[config.mk]
export PLATFORM = sky130hd
export DESIGN_NAME = significant_bit_rotate_right
export DESIGN_NICKNAME = d
export VERILOG_FILES = /design/src/hdl/sbrr_pkg.sv /design/src/hdl/sbrr_lead.sv /design/src/hdl/sbrr_mod_stage.sv /design/src/hdl/sbrr_rotate.sv /design/src/hdl/significant_bit_rotate_right.sv
export VERILOG_INCLUDE_DIRS = /design/src /design/src/hdl
export SDC_FILE = /design/constraint.sdc
export NUM_CORES = 1
export LEC_CHECK = 0
export BUFFER_PORTS_ARGS = -buffer_cell sky130_fd_sc_hd__buf_2
export CORE_ASPECT_RATIO = 0.6
export CORE_UTILIZATION = 64
export DETAILED_ROUTE_END_ITERATION = 10
export GPL_TIMING_DRIVEN = 0
export PLACE_DENSITY = 0.81
export SLEW_MARGIN = 20
export SYNTH_ARGS = -nofsm -noshare
export SYNTH_HDL_FRONTEND = slang
export SYNTH_HIERARCHICAL = 1
export SYNTH_SLANG_ARGS = --single-unit
[constraint.sdc]
create_clock -name clk -period 8.1 [get_ports clk]
set_input_delay 1.62 -clock clk [delete_from_list [all_inputs] [get_ports clk]]
set_output_delay 1.62 -clock clk [all_outputs]
set_load 0.005 [all_outputs]
[src/hdl/significant_bit_rotate_right_assert.svh]
// Assertion helpers used by the top-level design file.
`ifndef SIGNIFICANT_BIT_ROTATE_RIGHT_ASSERT_SVH
`define SIGNIFICANT_BIT_ROTATE_RIGHT_ASSERT_SVH

// Consequent must hold in the same cycle as the antecedent.
`define SBRR_ASSERT_NOW(label, clk, rst, ante, cons, msg) \
  label: assert property (@(posedge clk) disable iff (rst) (ante) |-> (cons)) \
    else $error(msg);

// Consequent must hold in the cycle after the antecedent.
`define SBRR_ASSERT_NEXT(label, clk, rst, ante, cons, msg) \
  label: assert property (@(posedge clk) disable iff (rst) (ante) |=> (cons)) \
    else $error(msg);

`endif

[src/hdl/sbrr_pkg.sv]
package sbrr_pkg;

  localparam int AMT_W = 31;
  // Amount bits consumed by each remainder stage.
  localparam int MOD_STEP = 4;
  localparam int MOD_STAGES = (AMT_W + MOD_STEP - 1) / MOD_STEP;
  localparam int AMT_PAD_W = MOD_STAGES * MOD_STEP;

endpackage

[src/hdl/sbrr_lead.sv]
module sbrr_lead import sbrr_pkg::*; #(
  parameter int WIDTH = 20,
  parameter int LW = 5
) (
  input  logic             clk,
  input  logic             rst,
  input  logic             in_valid,
  output logic             in_ready,
  input  logic [WIDTH-1:0] in_value,
  input  logic [AMT_W-1:0] in_amount,
  output logic             out_valid,
  input  logic             out_ready,
  output logic [WIDTH-1:0] out_value,
  output logic [AMT_W-1:0] out_amount,
  output logic [LW-1:0]    out_len
);

  logic [LW-1:0] len_next;

  // Significant length is the position of the highest set bit plus one.
  always_comb begin
    len_next = '0;
    for (int i = 0; i < WIDTH; i++) begin
      if (in_value[i]) begin
        len_next = LW'(i + 1);
      end
    end
  end

  assign in_ready = !out_valid || out_ready;

  always_ff @(posedge clk) begin
    if (rst) begin
      out_valid <= 1'b0;
    end else if (in_ready) begin
      out_valid <= in_valid;
    end
  end

  always_ff @(posedge clk) begin
    if (in_ready && in_valid) begin
      out_value  <= in_value;
      out_amount <= in_amount;
      out_len    <= len_next;
    end
  end

endmodule

[src/hdl/sbrr_mod_stage.sv]
module sbrr_mod_stage import sbrr_pkg::*; #(
  parameter int WIDTH = 20,
  parameter int LW = 5,
  parameter int RW = 5,
  parameter int STAGE = 0
) (
  input  logic             clk,
  input  logic             rst,
  input  logic             in_valid,
  output logic             in_ready,
  input  logic [WIDTH-1:0] in_value,
  input  logic [AMT_W-1:0] in_amount,
  input  logic [LW-1:0]    in_len,
  input  logic [RW-1:0]    in_rem,
  output logic             out_valid,
  input  logic             out_ready,
  output logic [WIDTH-1:0] out_value,
  output logic [AMT_W-1:0] out_amount,
  output logic [LW-1:0]    out_len,
  output logic [RW-1:0]    out_rem
);

  logic [AMT_PAD_W-1:0] amt_pad;
  logic [RW:0]          part;
  logic [RW:0]          divisor;
  logic [RW-1:0]        rem_next;

  assign amt_pad = AMT_PAD_W'(in_amount);
  assign divisor = (RW + 1)'(in_len);

  // Restoring remainder, MSB first: shift in one amount bit, subtract if it fits.
  // While the remainder is below the length it always fits in RW bits.
  always_comb begin
    rem_next = in_rem;
    part     = '0;
    for (int j = 0; j < MOD_STEP; j++) begin
      part = {rem_next, amt_pad[AMT_PAD_W - 1 - STAGE * MOD_STEP - j]};
      if (part >= divisor) begin
        part = part - divisor;
      end
      rem_next = part[RW-1:0];
    end
  end

  assign in_ready = !out_valid || out_ready;

  always_ff @(posedge clk) begin
    if (rst) begin
      out_valid <= 1'b0;
    end else if (in_ready) begin
      out_valid <= in_valid;
    end
  end

  always_ff @(posedge clk) begin
    if (in_ready && in_valid) begin
      out_value  <= in_value;
      out_amount <= in_amount;
      out_len    <= in_len;
      out_rem    <= rem_next;
    end
  end

endmodule

[src/hdl/sbrr_rotate.sv]
module sbrr_rotate #(
  parameter int WIDTH = 20,
  parameter int LW = 5,
  parameter int RW = 5
) (
  input  logic             clk,
  input  logic             rst,
  input  logic             in_valid,
  output logic             in_ready,
  input  logic [WIDTH-1:0] in_value,
  input  logic [LW-1:0]    in_len,
  input  logic [RW-1:0]    in_rem,
  output logic             out_valid,
  input  logic             out_ready,
  output logic [WIDTH-1:0] out_rotated
);

  logic [LW-1:0]    back;
  logic [WIDTH-1:0] mask;
  logic [WIDTH-1:0] rotated_next;

  // Bits shifted out at the bottom come back in the top bits, up to bit len-1. A zero rotate
  // distance pushes the wrapped copy fully out of the mask.
  assign back         = in_len - LW'(in_rem);
  assign mask         = ~({WIDTH{1'b1}} << in_len);
  assign rotated_next = ((in_value >> in_rem) | (in_value << back)) & mask;

  assign in_ready = !out_valid || out_ready;

  always_ff @(posedge clk) begin
    if (rst) begin
      out_valid <= 1'b0;
    end else if (in_ready) begin
      out_valid <= in_valid;
    end
  end

  always_ff @(posedge clk) begin
    if (in_ready && in_valid) begin
      out_rotated <= rotated_next;
    end
  end

endmodule

[src/hdl/significant_bit_rotate_right.sv]
// Pipeline: one leading-one stage, eight remainder stages of four amount bits each,
// and one rotate stage, passed in that order.
// Throughput: one transaction per cycle unless the output is stalled; every stage has
// its own valid bit and bubbles are squeezed out. Reset (synchronous, active high)
// clears all valid bits.
`include "significant_bit_rotate_right_assert.svh"

module significant_bit_rotate_right import sbrr_pkg::*; #(
  parameter int WIDTH = 20
) (
  input  logic             clk,
  input  logic             rst,
  input  logic             in_valid,
  output logic             in_ready,
  input  logic [WIDTH-1:0] value,
  input  logic [AMT_W-1:0] amount,
  output logic             out_valid,
  input  logic             out_ready,
  output logic [WIDTH-1:0] rotated
);

  localparam int LW = $clog2(WIDTH + 1);
  localparam int RW = $clog2(WIDTH);

  logic             m_valid  [MOD_STAGES+1];
  logic             m_ready  [MOD_STAGES+1];
  logic [WIDTH-1:0] m_value  [MOD_STAGES+1];
  logic [AMT_W-1:0] m_amount [MOD_STAGES+1];
  logic [LW-1:0]    m_len    [MOD_STAGES+1];
  logic [RW-1:0]    m_rem    [MOD_STAGES+1];

  sbrr_lead #(
    .WIDTH (WIDTH),
    .LW    (LW)
  ) u_lead (
    .clk        (clk),
    .rst        (rst),
    .in_valid   (in_valid),
    .in_ready   (in_ready),
    .in_value   (value),
    .in_amount  (amount),
    .out_valid  (m_valid[0]),
    .out_ready  (m_ready[0]),
    .out_value  (m_value[0]),
    .out_amount (m_amount[0]),
    .out_len    (m_len[0])
  );

  assign m_rem[0] = '0;

  for (genvar s = 0; s < MOD_STAGES; s++) begin : g_mod
    sbrr_mod_stage #(
      .WIDTH (WIDTH),
      .LW    (LW),
      .RW    (RW),
      .STAGE (s)
    ) u_mod (
      .clk        (clk),
      .rst        (rst),
      .in_valid   (m_valid[s]),
      .in_ready   (m_ready[s]),
      .in_value   (m_value[s]),
      .in_amount  (m_amount[s]),
      .in_len     (m_len[s]),
      .in_rem     (m_rem[s]),
      .out_valid  (m_valid[s+1]),
      .out_ready  (m_ready[s+1]),
      .out_value  (m_value[s+1]),
      .out_amount (m_amount[s+1]),
      .out_len    (m_len[s+1]),
      .out_rem    (m_rem[s+1])
    );
  end

  sbrr_rotate #(
    .WIDTH (WIDTH),
    .LW    (LW),
    .RW    (RW)
  ) u_rotate (
    .clk         (clk),
    .rst         (rst),
    .in_valid    (m_valid[MOD_STAGES]),
    .in_ready    (m_ready[MOD_STAGES]),
    .in_value    (m_value[MOD_STAGES]),
    .in_len      (m_len[MOD_STAGES]),
    .in_rem      (m_rem[MOD_STAGES]),
    .out_valid   (out_valid),
    .out_ready   (out_ready),
    .out_rotated (rotated)
  );

  // The length from the first stage must cover every set bit of the value.
  `SBRR_ASSERT_NOW(a_len_covers, clk, rst, m_valid[0], (m_value[0] >> m_len[0]) == '0, "length misses a set bit")

  // The final remainder must be below the length whenever the value is nonzero.
  `SBRR_ASSERT_NOW(a_rem_range, clk, rst, m_valid[MOD_STAGES] && (m_len[MOD_STAGES] != '0), m_rem[MOD_STAGES] < RW'(m_len[MOD_STAGES] - LW'(1)) || m_rem[MOD_STAGES] == RW'(m_len[MOD_STAGES] - LW'(1)), "remainder out of range")

  // An accepted transaction always lands in the first stage.
  `SBRR_ASSERT_NEXT(a_accept_lands, clk, rst, in_valid && in_ready, m_valid[0], "accepted transaction lost")

endmodule
# Yosys cells after proc, flatten, opt, wreduce, memory -nomap -nowiden
# Cells that the tools add are included.
op_classes:
  n_bitwise: 3
  n_addsub: 33
  shift: 3
  n_lt_le_gt_ge: 32
  mux: 51
  n_reduce_logical: 31
ops:
  columns: ["operator", "count"]
  rows:
  - [">= comparator 6 x 5 -> 1 bit", 31]
  - ["2-to-1 mux 5 bit", 32]
  - ["subtractor 5 bit", 32]
  - ["2-to-1 mux 4 bit", 8]
  - ["2-to-1 mux 3 bit", 8]
  - ["AND 20 bit", 1]
  - ["NOT 20 bit", 1]
  - ["OR 20 bit", 1]
  - ["left shift 20 x 5 -> 20 bit", 1]
  - ["left shift 20 x 5 -> 20 bit, first input constant", 1]
  - ["right shift 20 x 5 -> 20 bit", 1]
  - ["logical AND 1 bit", 10]
  - ["logical NOT 1 bit", 10]
  - ["logical OR 1 bit", 10]
  - [">= comparator 1 x 5 -> 1 bit, first input constant", 1]
  - ["OR reduction 5 bit", 1]
  - ["subtractor 1 x 5 -> 5 bit, first input constant", 1]
  - ["2-to-1 mux 2 bit", 2]
  - ["2-to-1 mux 1 bit", 1]
word_totals:
  output_inout_bits: 22
  wordCells: 199
  register_bits: 438
  input_bits: 55

# Longest topological paths before layout
logic_depth:
  word_depth: 19
  depth_mapped: 32
  ltp_nobuf: 31

# Hierarchy
# The synthesis kept the hierarchy.
by_module_without_submodules:
  columns: ["mod", "n_inst", "seq_area_each_um2", "cells_each", "area_per_inst_um2"]
  rows:
  - ["sbrr_mod_stage at g_mod[3].u_mod ...", 4, 1851.8, 198, 2935.3]
  - ["sbrr_mod_stage at g_mod[1].u_mod ...", 2, 1851.8, 198, 2937.8]
  - ["sbrr_rotate", 1, 620.6, 319, 3001.6]
  - ["sbrr_mod_stage at g_mod[0].u_mod", 1, 1851.8, 203, 2977.9]
  - ["sbrr_mod_stage at g_mod[7].u_mod", 1, 1851.8, 198, 2940.3]
  - ["sbrr_lead", 1, 1701.6, 98, 1916.8]
  - ["significant_bit_rotate_right", 1, 0.0, 1, 3.8]

# Worst setup path before layout
# OpenSTA, ideal clock, no wires.
synth_timing:
  kind: "flip-flop to flip-flop"
  from: "reg u_lead.out_len[1]"
  to: "reg g_mod[0].u_mod.out_rem[3], data pin"
  slack_ns: 1.071
  setup_time_ns: 0.261
  stages_incl_launch_ff: 30
  period_less_slack_ns: 7.029
  t_required_ns: 7.839
  t_arrival_ns: 6.768
  n_path_buf: 1
  cell_sequence: "edfxtp_1 -> inv_1 -> ha_1 -> ha_1 -> o21ai_0 -> a22oi_2 -> and2_2 -> fa_1 -> a211oi_1 -> nor2_1 -> a211oi_4 -> nand3_1 -> mux2i_1 -> inv_1 -> fa_1 -> nand2b_1 -> a21oi_1 -> o22a_1 -> and3b_2 -> a21oi_1 -> buf_6 -> a21oi_1 -> fa_1 -> a21o_1 -> a21oi_1 -> a21oi_1 -> or2b_2 -> a211oi_2 -> o21ba_4 -> a221o_1"
synth_between:
  elab_chain_len: 8
  word_cells_on_any_way: 12
  cone_classes: "add/sub: 4; order compare: 4; mux: 4"
synth_rtl:
  columns: ["item", "line", "source"]
  rows:
  - ["start: declaration", "sbrr_lead.sv:15", "output logic [LW-1:0] out_len"]
  - ["start signal: assignment", "sbrr_lead.sv:44", "out_len <= len_next;"]
  - ["subtractor 1 x 5 -> 5 bit / >= comparator 1 x 5 -> 1 bit (equally long branches)", "sbrr_mod_stage.sv:39, sbrr_mod_stage.sv:38", null]
  - ["2-to-1 mux 5 bit", "sbrr_mod_stage.sv:38", "if (part >= divisor) begin"]
  - ["subtractor 5 bit / >= comparator 6 x 5 -> 1 bit (equally long branches)", "sbrr_mod_stage.sv:39, sbrr_mod_stage.sv:38", null]
  - ["2-to-1 mux 5 bit", "sbrr_mod_stage.sv:38", null]
  - ["subtractor 5 bit / >= comparator 6 x 5 -> 1 bit (equally long branches)", "sbrr_mod_stage.sv:39, sbrr_mod_stage.sv:38", null]
  - ["2-to-1 mux 5 bit", "sbrr_mod_stage.sv:38", null]
  - [">= comparator 6 x 5 -> 1 bit / subtractor 5 bit (equally long branches)", "sbrr_mod_stage.sv:38, sbrr_mod_stage.sv:39", null]
  - ["2-to-1 mux 5 bit *", "sbrr_mod_stage.sv:38", null]
  - ["named net g_mod[0].u_mod.part[3]", "sbrr_mod_stage.sv:24", "logic [RW:0] part;"]
  - ["end signal: assignment", "sbrr_mod_stage.sv:60", "out_rem <= rem_next;"]
  - ["end: declaration", "sbrr_mod_stage.sv:20", "output logic [RW-1:0] out_rem"]
# Mark *: on every way through the listed nets, which the timed path passes. The rest lies on a longest branch.
# A chain may end at the register's enable or synchronous reset.

# Worst setup path after layout
layout_timing:
  from: "reg g_mod[2].u_mod.out_len[3]"
  to: "reg g_mod[3].u_mod.out_rem[3], data pin"
layout_between:
  elab_chain_len: 8
  word_cells_on_any_way: 12
  cone_classes: "add/sub: 4; order compare: 4; mux: 4"
layout_rtl:
  columns: ["item", "line", "source"]
  rows:
  - ["start: declaration", "sbrr_mod_stage.sv:19", "output logic [LW-1:0] out_len,"]
  - ["start signal: assignment", "sbrr_mod_stage.sv:59", "out_len <= in_len;"]
  - ["subtractor 5 bit / >= comparator 6 x 5 -> 1 bit (equally long branches)", "sbrr_mod_stage.sv:39, sbrr_mod_stage.sv:38", null]
  - ["2-to-1 mux 5 bit", "sbrr_mod_stage.sv:38", null]
  - ["subtractor 5 bit / >= comparator 6 x 5 -> 1 bit (equally long branches)", "sbrr_mod_stage.sv:39, sbrr_mod_stage.sv:38", null]
  - ["2-to-1 mux 5 bit", "sbrr_mod_stage.sv:38", null]
  - [">= comparator 6 x 5 -> 1 bit / subtractor 5 bit (equally long branches)", "sbrr_mod_stage.sv:38, sbrr_mod_stage.sv:39", null]
  - ["2-to-1 mux 5 bit", "sbrr_mod_stage.sv:38", null]
  - ["subtractor 5 bit / >= comparator 6 x 5 -> 1 bit (equally long branches)", "sbrr_mod_stage.sv:39, sbrr_mod_stage.sv:38", null]
  - ["2-to-1 mux 5 bit *", "sbrr_mod_stage.sv:38", null]
  - ["named net g_mod[3].u_mod.part[3]", "sbrr_mod_stage.sv:24", null]
  - ["end signal: assignment", "sbrr_mod_stage.sv:60", null]
  - ["end: declaration", "sbrr_mod_stage.sv:20", null]
# Marked as above.

==> impl_metrics.py <==
metrics = {
    "status": {
        "status": "finished clean",
    },
    "sta": {
        "final.setup.worst_slack_ns": 0.142,
        "fmax_mhz": 126,
        "worst_pin_slew_ns": 0.903,
        "setup-violations-final": 0,
        "slew_violations": 0,
        "fin_crit_ns": 7.96,
        "clock_skew_ns": 0.0242,
        "relSlewSlack": 0.398,
        "hold_ws_ns": 0.409,
        "hold_violations": 0,
        "period_share": 0.982,
    },
    "global_routing": {
        "antenna_found_initial": 3,
        "grt_remaining_overflow": 0,
        "grt_max_degree": 54,
        "grt_pass1_wl_mm": 83.5,
        "grt_util_all_layers": 0.276,
        "grt_pass1_vias": 15400,
    },
    "setup_path": {
        "end_kind": "flop",
        "r2r_slack_ns": 0.14,
        "worst_ep_arrival_time_ns": 8.25,
        "rr_endpoint": "g_mod[3].u_mod/out_rem[3]$_DFFE_PP_",
        "r2r_cells": 27,
        "crit_type": "flop to flop",
        "setup.worst_path.end": "g_mod[3].u_mod/out_rem[3]$_DFFE_PP_",
        "cp-start-kind": "flop",
        "critPathMaxFanout": 10,
        "required_ns": 8.39,
        "crit_start": "g_mod[2].u_mod/out_len[3]$_DFFE_PP_",
        "reg2reg_from": "g_mod[2].u_mod/out_len[3]$_DFFE_PP_",
    },
    "die": {
        "fp.coreArea_mm2": 0.0369,
        "die_width_um": 254,
        "num_rows": 54,
        "start_util": 0.661,
        "io_pins": 77,
        "dieHeight_um": 153,
        "die_area_mm2": 0.0389,
    },
    "clock_tree": {
        "root_buffer": "clkbuf_16",
        "clkTransAtPathRegs_ns": 0.07,
        "cts_sinks": 438,
        "ctsLongestPathBuffers": 3,
        "cts_max_level": 2,
        "clk_latency_ns": 0.56,
        "numCtsBuffers": 39,
        "cts_tree": "done",
    },
    "power_and_ir_drop": {
        "seqPwrFrac": 0.279,
        "swShare": 0.377,
        "total_power_uw": 9970,
        "p_sw_uw": 3760,
        "p_leak_uw": 0.0106,
        "p_int_uw": 6210,
        "ir_drop_mv": 0.396,
        "pwr-share-clk": 0.190,
        "cellPowerDensity_mw_per_mm2": 367,
        "p_comb_frac": 0.530,
    },
    "route": {
        "drt_iter0_markers": 1558,
        "detail_route.vias_per_cell": 6.18,
        "drt-wirelength-per-cell_um": 20.7,
        "wl_met3_mm": 4.48,
        "wl_met2_mm": 23.4,
        "drc_errors": 0,
        "wl_met1_mm": 24.5,
        "totalWireLength_mm": 53.2,
        "ant_nets": 0,
        "num_vias": 15900,
        "routed.top_layer": "met5",
        "dr.pass1.iters": 6,
    },
    "placed_design": {
        "placed_cells": 2471,
        "pre_cts_ws_ns": -0.0427,
        "io_buffers": 76,
        "place.gp.congestion": 0.986,
        "hpwl_mm": 39.0,
    },
    "layout": {
        "fillers": 2436,
        "final_cell_mix": "428 x edfxtp_1, 164 x ha_1, 161 x inv_1",
        "final_common_cell": "edfxtp_1",
        "syn_to_final_growth_pct": 11.6,
        "multiInputGateArea_mm2": 0.0106,
        "utilization": 0.737,
        "final_cells": 2567,
        "seq_area_mm2": 0.0131,
        "drive_above_1_share": 0.176,
        "fin_nets": 2284,
    },
    "synth": {
        "synth_cells": 1871,
        "ys.warnings.count": 6,
        "synth_area_mm2": 0.0244,
        "syn_area_per_cell_um2": 13.0,
    },
    "flow_run": {
        "maxCapViolations": 0,
    },
    "hold_path": {
        "hp-class": "flop to flop",
    },
}
## layer usage
layer  GRT usage  vias up
met5           0        -
met4      0.0542        2
met3      0.0567       80
met2       0.407      652
met1       0.424     7704
li1            -     7423
## power groups by stage
stage | Clock, µW | Sequential, µW | Combinational (µW)
global route | 2020 | 2790 | 5680
global placement | 0 | 2830 | 4690
CTS | 1940 | 2780 | 4990
floorplan | 0 | 2810 | 3970
detailed placement | 0 | 2830 | 4930
finish | 1900 | 2790 | 5290
## worst max-delay path: stages, from the launching register on
cell and delay, ns:
edfxtp_1 0.49, inv_1 0.20, ha_1 0.31, a21o_1 0.23
a211oi_2 0.38, nand2_2 0.17, mux2_2 0.32, ha_1 0.33
nand2b_1 0.10, o2bb2ai_1 0.19, a21oi_1 0.16, a211oi_4 0.42
mux2_2 0.44, fa_1 0.45, nor2b_1 0.15, o21ai_0 0.14
a31oi_1 0.29, a211oi_1 0.09, mux2i_1 0.32, buf_6 0.21
a21oi_1 0.13, fa_1 0.44, a21o_1 0.19, a21oi_1 0.39
a31oi_1 0.28, nor2_2 0.30, mux2i_2 0.19, a221o_1 0.37
## registers in the layout (all words and copies together) (netlist names), 5 cells and up
| name | cells |
|---|---|
| g_mod.u_mod/out_value | 160 |
| g_mod.u_mod/out_valid | 8 |
| g_mod.u_mod/out_rem | 40 |
| u_lead/out_len | 5 |
| g_mod.u_mod/out_len | 40 |
| u_lead/out_value | 20 |
| u_lead/out_amount | 31 |
| g_mod.u_mod/out_amount | 112 |
| u_rotate/out_rotated | 20 |
## how the worst min path moves through the flow
stage | start | end | cells past startpoint
after global routing | g_mod[2].u_mod/out_value[6]$_DFFE_PP_ | g_mod[3].u_mod/out_value[6]$_DFFE_PP_ | 0
after CTS | g_mod[5].u_mod/out_value[18]$_DFFE_PP_ | g_mod[6].u_mod/out_value[18]$_DFFE_PP_ | 0
after global placement | g_mod[3].u_mod/out_value[13]$_DFFE_PP_ | g_mod[4].u_mod/out_value[13]$_DFFE_PP_ | 0
after floorplan | u_lead/out_amount[0]$_DFFE_PP_ | g_mod[0].u_mod/out_amount[0]$_DFFE_PP_ | 0
after detailed placement | u_lead/out_amount[3]$_DFFE_PP_ | g_mod[0].u_mod/out_amount[3]$_DFFE_PP_ | 0
final | g_mod[0].u_mod/out_value[1]$_DFFE_PP_ | g_mod[1].u_mod/out_value[1]$_DFFE_PP_ | 0
## through the flow
stage | TNS (ns) | instance area, µm²
6_report | 0 | 27200
5_1_grt | -0.105 | 27200
4_1_cts | 0 | 26900
3_5_place_dp | -0.0613 | 25600
3_3_place_gp | 0 | 25400
2_1_floorplan | 0 | 24400
## timing repair
| action | CTS | global route |
|---|---|---|
| setup buffers | 0 | 24 |
| hold buffers | 0 | 0 |
| endpoints found under the hold margin | 0 | 0 |
| cloned | 0 | 0 |
| gates resized for setup | 2 | 29 |
| endpoints found under the setup margin | 3 | 39 |
| pin swaps | 0 | 6 |
## layout make-up
class,instances,area share
sequential,438,0.480
multi-input combinational,1248,0.389
clock buffer,52,0.0384
timing repair buffer,107,0.0266
tap,504,0.0232
inverter,165,0.0230
clock inverter,18,0.00998
buffer,33,0.00971
antenna,2,0.000184
No activity file was read; power rests on OpenSTA's default activity.
